<file path="src/swnn_pkg.sv">
// ----------------------------------------------------------------------------
// swnn_pkg
// Shared types and constants for the sliding-window nearest-neighbor detector.
// ----------------------------------------------------------------------------
package swnn_pkg;

    localparam int WINDOW        = 64;
    localparam int DIM           = 16;
    localparam int MAX_RATES     = 4;
    localparam int NUM_RATE_REGS = 4;

    localparam int SLOT_W = $clog2(WINDOW);
    localparam int CNT_W  = $clog2(WINDOW + 1);
    localparam int DIM_W  = $clog2(DIM);
    localparam int ADDR_W = SLOT_W + DIM_W;
    localparam int DIST_W = 40;
    localparam int VAL_W  = 16;
    localparam int RATE_W = 16;
    localparam int NR_W   = 3;
    localparam int CIDX_W = 3;

    localparam logic [DIST_W-1:0] ALL_ONES = '1;

    // configuration register indexes
    localparam logic [CIDX_W-1:0] CFG_NUM_RATES = 3'd0;
    localparam logic [CIDX_W-1:0] CFG_RATE_A    = 3'd1;
    localparam logic [CIDX_W-1:0] CFG_RATE_B    = 3'd2;
    localparam logic [CIDX_W-1:0] CFG_RATE_C    = 3'd3;
    localparam logic [CIDX_W-1:0] CFG_RATE_D    = 3'd4;

    localparam logic [NR_W-1:0] NUM_RATES_RESET = 3'd1;
    localparam logic [RATE_W-1:0] RATE_RESET [NUM_RATE_REGS] =
        '{16'd3277, 16'd655, 16'd66, 16'd7};

    typedef struct packed {
        logic                    req_type;
        logic [3:0]              feature_index;
        logic signed [VAL_W-1:0] feature_value;
        logic                    last_element;
    } swnn_in_t;

    typedef struct packed {
        logic [2:0]        rate_bucket;
        logic [DIST_W-1:0] nearest_distance;
        logic              initialized;
    } swnn_out_t;

    typedef struct packed {
        logic              pend_wr;
        logic              pend_clr;
        logic              ref_from_pend;
        logic              dist_start;
        logic              dist_load;
        logic [SLOT_W-1:0] dist_slot;
        logic              st_we;
        logic [SLOT_W-1:0] st_slot;
        logic [DIM_W-1:0]  st_k;
        logic              nb_rd;
        logic [SLOT_W-1:0] nb_raddr;
        logic              nb_we;
        logic              nb_wsel_best;
        logic [SLOT_W-1:0] nb_waddr;
        logic [SLOT_W-1:0] nb_wslot;
        logic              best_init;
        logic              best_upd;
        logic [SLOT_W-1:0] best_slot;
        logic              th_latch;
        logic              th_cnt;
        logic              th_set;
        logic              out_load;
        logic              out_init;
    } swnn_cmd_t;

    typedef struct packed {
        logic              dist_done;
        logic              lt_nb;
        logic [SLOT_W-1:0] ns_rdata;
        logic              out_busy;
    } swnn_sts_t;

    // rank of the threshold in the sorted distances for one rate
    function automatic logic [SLOT_W-1:0] th_index(input logic [RATE_W-1:0] rate);
        localparam int PW = RATE_W + 1 + SLOT_W + 1;
        logic [RATE_W:0] comp;
        logic [PW-1:0]   prod;
        logic [PW-17:0]  q;
        comp = 17'h10000 - {1'b0, rate};
        prod = PW'(comp) * PW'(WINDOW);
        q    = prod[PW-1:16];
        if (int'(q) >= WINDOW) begin
            return SLOT_W'(WINDOW - 1);
        end
        return q[SLOT_W-1:0];
    endfunction

endpackage

</file>
<file path="src/swnn_ctrl.sv">
// ----------------------------------------------------------------------------
// swnn_ctrl
// Controller: element intake, fit/predict sequencing, neighbor searches,
// recheck scan and threshold ranking.
// ----------------------------------------------------------------------------
module swnn_ctrl
    import swnn_pkg::*;
(
    input  logic      clk,
    input  logic      rst_n,
    input  logic      in_valid,
    output logic      in_ready,
    input  swnn_in_t  in_data,
    input  swnn_sts_t sts,
    output swnn_cmd_t cmd
);

    typedef enum logic [4:0] {
        S_IDLE, S_F_WR, S_S_INIT, S_S_NEXT, S_S_WAIT, S_S_END,
        S_R_SCAN, S_R_DRAIN, S_R_NEXT, S_R_LOAD,
        S_T_CAND, S_T_LATCH, S_T_SCAN, S_T_DRAIN, S_T_SET,
        S_P_START, S_P_OUT, S_DONE
    } state_t;

    typedef enum logic [1:0] {PH_FILL, PH_RECHK, PH_NEW} phase_t;

    state_t            state_reg;
    phase_t            phase_reg;
    logic              pred_reg;
    logic [CNT_W-1:0]  fill_reg, n_reg, m_reg, count_reg;
    logic [SLOT_W-1:0] oldest_reg, col_reg, skip_reg, i_reg, j_reg, rd_n_reg;
    logic              skip_en_reg, rd_pend_reg;
    logic [DIM_W-1:0]  k_reg;
    logic              rc_reg [WINDOW];
    logic              skip_n;

    assign in_ready = (state_reg == S_IDLE);
    assign skip_n   = !pred_reg && (n_reg[SLOT_W-1:0] == col_reg
                      || (skip_en_reg && n_reg[SLOT_W-1:0] == skip_reg));

    always_comb begin
        cmd              = '0;
        cmd.pend_wr      = in_valid && in_ready;
        cmd.dist_slot    = n_reg[SLOT_W-1:0];
        cmd.st_slot      = col_reg;
        cmd.st_k         = k_reg;
        cmd.nb_raddr     = n_reg[SLOT_W-1:0];
        cmd.nb_waddr     = n_reg[SLOT_W-1:0];
        cmd.nb_wslot     = col_reg;
        cmd.best_slot    = n_reg[SLOT_W-1:0];
        cmd.out_init     = (int'(fill_reg) == WINDOW);
        case (state_reg)
            S_F_WR: begin
                cmd.st_we         = 1'b1;
                cmd.ref_from_pend = 1'b1;
            end
            S_S_INIT: begin
                cmd.best_init = 1'b1;
                cmd.best_slot = col_reg;
            end
            S_S_NEXT: begin
                if (n_reg != count_reg && !skip_n) begin
                    cmd.dist_start = 1'b1;
                    cmd.nb_rd      = 1'b1;
                end
            end
            S_S_WAIT: begin
                if (sts.dist_done) begin
                    cmd.best_upd = 1'b1;
                    cmd.nb_we    = !pred_reg && sts.lt_nb;
                end
            end
            S_S_END: begin
                if (!pred_reg) begin
                    cmd.nb_we        = 1'b1;
                    cmd.nb_wsel_best = 1'b1;
                    cmd.nb_waddr     = col_reg;
                end
            end
            S_R_SCAN: cmd.nb_rd = 1'b1;
            S_R_NEXT: begin
                cmd.dist_slot = m_reg[SLOT_W-1:0];
                cmd.dist_load = 1'b1;
                cmd.dist_start = (int'(m_reg) != WINDOW) && rc_reg[m_reg[SLOT_W-1:0]];
            end
            S_T_CAND: begin
                cmd.nb_rd    = 1'b1;
                cmd.nb_raddr = i_reg;
            end
            S_T_LATCH: cmd.th_latch = 1'b1;
            S_T_SCAN: begin
                cmd.nb_rd    = 1'b1;
                cmd.nb_raddr = j_reg;
                cmd.th_cnt   = 1'b1;
            end
            S_T_SET:   cmd.th_set = 1'b1;
            S_P_START: cmd.ref_from_pend = 1'b1;
            S_P_OUT:   cmd.out_load = !sts.out_busy;
            S_DONE:    cmd.pend_clr = 1'b1;
            default:   ;
        endcase
    end

    always_ff @(posedge clk or negedge rst_n) begin
        if (!rst_n) begin
            state_reg   <= S_IDLE;
            phase_reg   <= PH_FILL;
            pred_reg    <= 1'b0;
            fill_reg    <= '0;
            oldest_reg  <= '0;
            n_reg       <= '0;
            m_reg       <= '0;
            count_reg   <= '0;
            col_reg     <= '0;
            skip_reg    <= '0;
            skip_en_reg <= 1'b0;
            i_reg       <= '0;
            j_reg       <= '0;
            k_reg       <= '0;
            rd_n_reg    <= '0;
            rd_pend_reg <= 1'b0;
            for (int i = 0; i < WINDOW; i++) rc_reg[i] <= 1'b0;
        end else begin
            rd_pend_reg <= (state_reg == S_R_SCAN);
            rd_n_reg    <= n_reg[SLOT_W-1:0];
            if (rd_pend_reg) begin
                rc_reg[rd_n_reg] <= (sts.ns_rdata == oldest_reg) && (rd_n_reg != oldest_reg);
            end
            case (state_reg)
                S_IDLE: begin
                    if (in_valid && in_data.last_element) begin
                        if (in_data.req_type) begin
                            pred_reg  <= 1'b1;
                            state_reg <= S_P_START;
                        end else if (int'(fill_reg) < WINDOW) begin
                            col_reg     <= fill_reg[SLOT_W-1:0];
                            skip_en_reg <= 1'b0;
                            count_reg   <= fill_reg + 1'b1;
                            phase_reg   <= PH_FILL;
                            k_reg       <= '0;
                            state_reg   <= S_F_WR;
                        end else begin
                            n_reg     <= '0;
                            state_reg <= S_R_SCAN;
                        end
                    end
                end
                S_F_WR: begin
                    k_reg <= k_reg + 1'b1;
                    if (int'(k_reg) == DIM - 1) state_reg <= S_S_INIT;
                end
                S_S_INIT: begin
                    n_reg     <= '0;
                    state_reg <= S_S_NEXT;
                end
                S_S_NEXT: begin
                    if (n_reg == count_reg) begin
                        state_reg <= S_S_END;
                    end else if (skip_n) begin
                        n_reg <= n_reg + 1'b1;
                    end else begin
                        state_reg <= S_S_WAIT;
                    end
                end
                S_S_WAIT: begin
                    if (sts.dist_done) begin
                        n_reg     <= n_reg + 1'b1;
                        state_reg <= S_S_NEXT;
                    end
                end
                S_S_END: begin
                    if (pred_reg) begin
                        state_reg <= S_P_OUT;
                    end else begin
                        case (phase_reg)
                            PH_FILL: begin
                                fill_reg <= fill_reg + 1'b1;
                                i_reg    <= '0;
                                state_reg <= (int'(fill_reg) == WINDOW - 1) ? S_T_CAND
                                                                            : S_DONE;
                            end
                            PH_RECHK: begin
                                m_reg     <= m_reg + 1'b1;
                                state_reg <= S_R_NEXT;
                            end
                            default: begin
                                i_reg     <= '0;
                                state_reg <= S_T_CAND;
                            end
                        endcase
                    end
                end
                S_R_SCAN: begin
                    n_reg <= n_reg + 1'b1;
                    if (int'(n_reg) == WINDOW - 1) state_reg <= S_R_DRAIN;
                end
                S_R_DRAIN: begin
                    m_reg     <= '0;
                    state_reg <= S_R_NEXT;
                end
                S_R_NEXT: begin
                    if (int'(m_reg) == WINDOW) begin
                        col_reg     <= oldest_reg;
                        skip_en_reg <= 1'b0;
                        count_reg   <= CNT_W'(WINDOW);
                        phase_reg   <= PH_NEW;
                        k_reg       <= '0;
                        state_reg   <= S_F_WR;
                    end else if (rc_reg[m_reg[SLOT_W-1:0]]) begin
                        state_reg <= S_R_LOAD;
                    end else begin
                        m_reg <= m_reg + 1'b1;
                    end
                end
                S_R_LOAD: begin
                    if (sts.dist_done) begin
                        col_reg     <= m_reg[SLOT_W-1:0];
                        skip_reg    <= oldest_reg;
                        skip_en_reg <= 1'b1;
                        count_reg   <= CNT_W'(WINDOW);
                        phase_reg   <= PH_RECHK;
                        state_reg   <= S_S_INIT;
                    end
                end
                S_T_CAND:  state_reg <= S_T_LATCH;
                S_T_LATCH: begin
                    j_reg     <= '0;
                    state_reg <= S_T_SCAN;
                end
                S_T_SCAN: begin
                    j_reg <= j_reg + 1'b1;
                    if (int'(j_reg) == WINDOW - 1) state_reg <= S_T_DRAIN;
                end
                S_T_DRAIN: state_reg <= S_T_SET;
                S_T_SET: begin
                    i_reg <= i_reg + 1'b1;
                    if (int'(i_reg) == WINDOW - 1) begin
                        if (phase_reg == PH_NEW) begin
                            oldest_reg <= (int'(oldest_reg) == WINDOW - 1) ? '0
                                        : oldest_reg + 1'b1;
                        end
                        state_reg <= S_DONE;
                    end else begin
                        state_reg <= S_T_CAND;
                    end
                end
                S_P_START: begin
                    count_reg   <= fill_reg;
                    skip_en_reg <= 1'b0;
                    state_reg   <= S_S_INIT;
                end
                S_P_OUT: begin
                    if (!sts.out_busy) state_reg <= S_DONE;
                end
                S_DONE: begin
                    pred_reg  <= 1'b0;
                    state_reg <= S_IDLE;
                end
                default: state_reg <= S_IDLE;
            endcase
        end
    end

    // a distance completes only while something waits for it
    assert property (@(posedge clk) disable iff (!rst_n)
        sts.dist_done |-> (state_reg == S_S_WAIT || state_reg == S_R_LOAD))
        else $error("distance done outside a wait state");

    // predict never writes the neighbor tables
    assert property (@(posedge clk) disable iff (!rst_n)
        cmd.nb_we |-> !pred_reg)
        else $error("neighbor write during predict");

    assert property (@(posedge clk) disable iff (!rst_n)
        int'(fill_reg) <= WINDOW)
        else $error("fill count beyond window");

    // result loaded only for a predict
    assert property (@(posedge clk) disable iff (!rst_n)
        cmd.out_load |-> pred_reg)
        else $error("result without predict");

endmodule

</file>
<file path="config.mk">
export PLATFORM = sky130hd
export DESIGN_NAME = swnn_ctrl
export DESIGN_NICKNAME = d
export VERILOG_FILES = /design/src/swnn_pkg.sv /design/src/swnn_ctrl.sv
export SDC_FILE = /design/constraint.sdc
export NUM_CORES = 1
export LEC_CHECK = 0
export BUFFER_PORTS_ARGS = -buffer_cell sky130_fd_sc_hd__buf_4
export CELL_PAD_IN_SITES_DETAIL_PLACEMENT = 1
export CELL_PAD_IN_SITES_GLOBAL_PLACEMENT = 2
export CORE_ASPECT_RATIO = 0.6
export CORE_UTILIZATION = 37
export CTS_BUF_LIST = sky130_fd_sc_hd__clkbuf_4 sky130_fd_sc_hd__clkbuf_8 sky130_fd_sc_hd__clkbuf_16
export DETAILED_ROUTE_END_ITERATION = 6
export GPL_TIMING_DRIVEN = 0
export MAX_ROUTING_LAYER = met4
export PLACE_DENSITY = 0.85
export SYNTH_ARGS = -nofsm -noshare
export SYNTH_HDL_FRONTEND = slang
export SYNTH_SLANG_ARGS = --single-unit
</file>
<file path="constraint.sdc">
create_clock -name clk -period 3.1 [get_ports clk]
set_input_delay 0.465 -clock clk [delete_from_list [all_inputs] [get_ports clk]]
set_output_delay 0.465 -clock clk [all_outputs]
set_load 0.01 [all_outputs]
</file>
==> impl_metrics.csv <==
group,metric,value,unit
run_status,outcome,"finished clean",
placement,pre_cts_ws,-14.4,ps
floorplanning,num_io_pins,91,
critical_path,cp-start-kind,"flip-flop",
clocking,cts_tree,"done",
clocking,clockRootBuffer,"clkbuf_16",
grt,grt_start_max_net_pins,97,
detailed_routing,wl,30100,um
cells_and_area,layout_commonest_cell,"dfrtp_1",
critical_path,crit_family,"buffers and inverters",
clocking,cts_sinks,142,
grt,first_global_vias,7420,
detailed_routing,drtIter0Drc,676,
critical_path,crit_type,"reg -> out",
timing,rsz0062_at_grt,"false",
timing,fin_worst_skew,15.6,ps
detailed_routing,wl_per_cell,23.5,um
placement,placed_area,9070,um^2
critical_path,crit_slowest_cell,"dfrtp_1",
cells_and_area,final_cell_mix,"dfrtp_1, o21ai_0, nand2_1",
logic_synthesis,synth_nets,943,
critical_path,path_cells,"buf_4 > buf_6 > buf_4 > mux2i_2 > nand2_1 > nand3_1 > a41oi_4 > nor2_2 > o21ai_0 > buf_4",
logic_synthesis,netlist_top_cells_area,"dfrtp_1, o21ai_0, o31ai_1",
critical_path,cp.depth,10,
floorplanning,start_util,0.383,
critical_path,r2r_start,"state_reg[1]",
cells_and_area,area_growth,20.1,%
min_path,min_from,"in_data[0]",
detailed_routing,ant_nets,0,
detailed_routing,viasPerCell,5.94,
logic_synthesis,synthCells,900,
timing,finalSetupViolations,0,
timing,finalHoldViolations,0,
timing,relSlewSlack,0.242,
timing,fmax,331,MHz
grt,grtUsageTotal,0.282,
timing,slew_viol_final,0,
run,maxCapViolCount,0,
power,p_leak,3.91,nW
timing,layout_setup_ws,81.2,ps
cells_and_area,fin_util,0.460,
floorplanning,rows,41,
cells_and_area,fin_nets,1034,
placement,gp_congestion,0.968,
critical_path,cp_num_buf_inv,4,
critical_path,reg2regPathDepth,9,
logic_synthesis,ys_seq_elements,142,
logic_synthesis,synthFlopType,"dfrtp_1",
detailed_routing,drc_errors,0,
cells_and_area,layout-drive-gt1-share,0.170,
timing,post-route-period-util,0.974,
cells_and_area,largest_register_ff_count,64,
min_path,whs_path_depth,3,
logic_synthesis,syn_area,8170,um^2
clocking,clock_latency,450,ps
logic_synthesis,avgSynthCellArea,9.07,um^2
critical_path,required,2630,ps
cells_and_area,n_antenna_cell,0,
grt,antenna_found_initial,0,
timing,period_needed,3020,ps
logic_synthesis,yosysSeqAreaShare,0.435,
floorplanning,die_y,117,um
grt,grt_pass1_wl,46000,um
timing,tightest_slew,1130,ps
critical_path,cp-end-kind,"output port",
floorplanning,die_area,22700,um^2
critical_path,crit_top_cell,"buf_4",
logic_synthesis,yosys.area.top_type,"dfrtp_1",
clocking,clk_path_buf_depth,2,
detailed_routing,drt-pass1-iter-count,4,
placement,portBuffers,70,
power,peakVddDrop,0.369,mV
power,powerDensity,764,nW/um^2
critical_path,critPathMaxFanout,10,
logic_synthesis,yosys.area.top_type_share,0.435,
logic_synthesis,synth_cell_types,65,
power,finalPower,7.49,mW
logic_synthesis,ys_async_sr_fraction,1.00,
critical_path,arrival,2550,ps
clocking,numCtsBuffers,17,
detailed_routing,dr_total_vias,7625,
timing,tns,0,ps
grt,grt_overflow,0,
floorplanning,die_w,194,um
cells_and_area,final_area,9810,um^2
logic_synthesis,synth-edff-count,0,
clocking,cts_max_level,4,
clocking,clk_pin_slew,60,ps
critical_path,startpoint,"m_reg[2]",
placement,post-dp-hpwl,21800,um
critical_path,slowest_delay,330,ps
logic_synthesis,yosys_warnings,0,
floorplanning,core,21300,um^2
min_path,worstHoldPathType,"in -> reg",
tightest hold or removal path, cell delays in order:
cell	delay, ps
buf_4	120
nand4_1	80
a21oi_1	60
cells by family after synthesis:
family / count (synthesis) / share of synthesized area
compound gates: 279 / 0.216
fa+ha+maj: 9 / 0.0138
simple gates: 286 / 0.171
flops: 142 / 0.435
xor+xnor: 47 / 0.0504
mux: 41 / 0.0614
buf+inv: 96 / 0.0521
final cells by class:
class	instances	area [um^2]
fillers	2438	11500
multi-input cells	662	4230
flip-flops and latches	142	3550
repair buffers	73	574
clock buffers	22	475
plain buffers	75	362
well taps	279	349
clock inverters	10	185
inverters	20	80.1
synth_stat cells, types with 17 or more instances:
library cell	count
nand3_1	34
xnor2_1	30
mux2i_1	22
nor2_1	56
o21ai_0	120
dfrtp_1	142
xor2_1	17
a22oi_1	17
clkbuf_1	47
nand2_1	104
a21oi_1	30
o31ai_1	69
stage by stage:
stage,instances,hold WS (ps)
2_1_floorplan,900,169
6_report,1283,334
5_1_grt,1283,348
3_3_place_gp,1249,359
3_5_place_dp,1250,366
4_1_cts,1282,321
worst paths after layout:
| path | slack [ps] | endpoint |
|---|---|---|
| max | 80 | cmd[52] |
| min | 330 | pred_reg |
| max reg2reg | 190 | oldest_reg[4] |
| min reg2reg | 380 | rd_n_reg[4] |
| max in group asynchronous | 1680 | fill_reg[4] |
| min in group asynchronous | 530 | rc_reg[25] |
metal layers:
layer,share of wire,vias to the layer above,GRT usage,wire length (um)
met3,0.080,24,0.0728,2410
met2,0.39,236,0.360,11700
met5,0,-,-,0
met1,0.52,3916,0.431,15700
met4,0.011,0,0.0640,327
li1,-,3449,-,-
where the power goes:
part | total, mW | internal (mW) | leakage, nW | switching (mW)
registers | 2.38 | 2.10 | 1.62 | 0.281
clock network | 2.36 | 1.50 | 0.325 | 0.861
logic | 2.76 | 0.976 | 1.97 | 1.78
what timing repair did:
item | 4_1_cts | 5_1_grt
buffers inserted | 0 | 1
endpoints found under the hold margin | 46 | 0
hold buffers | 1 | 0
resized for setup | 13 | 11
endpoints found under the setup margin | 17 | 15
pin swaps | 0 | 1
(Power assumes the default switching activity.)
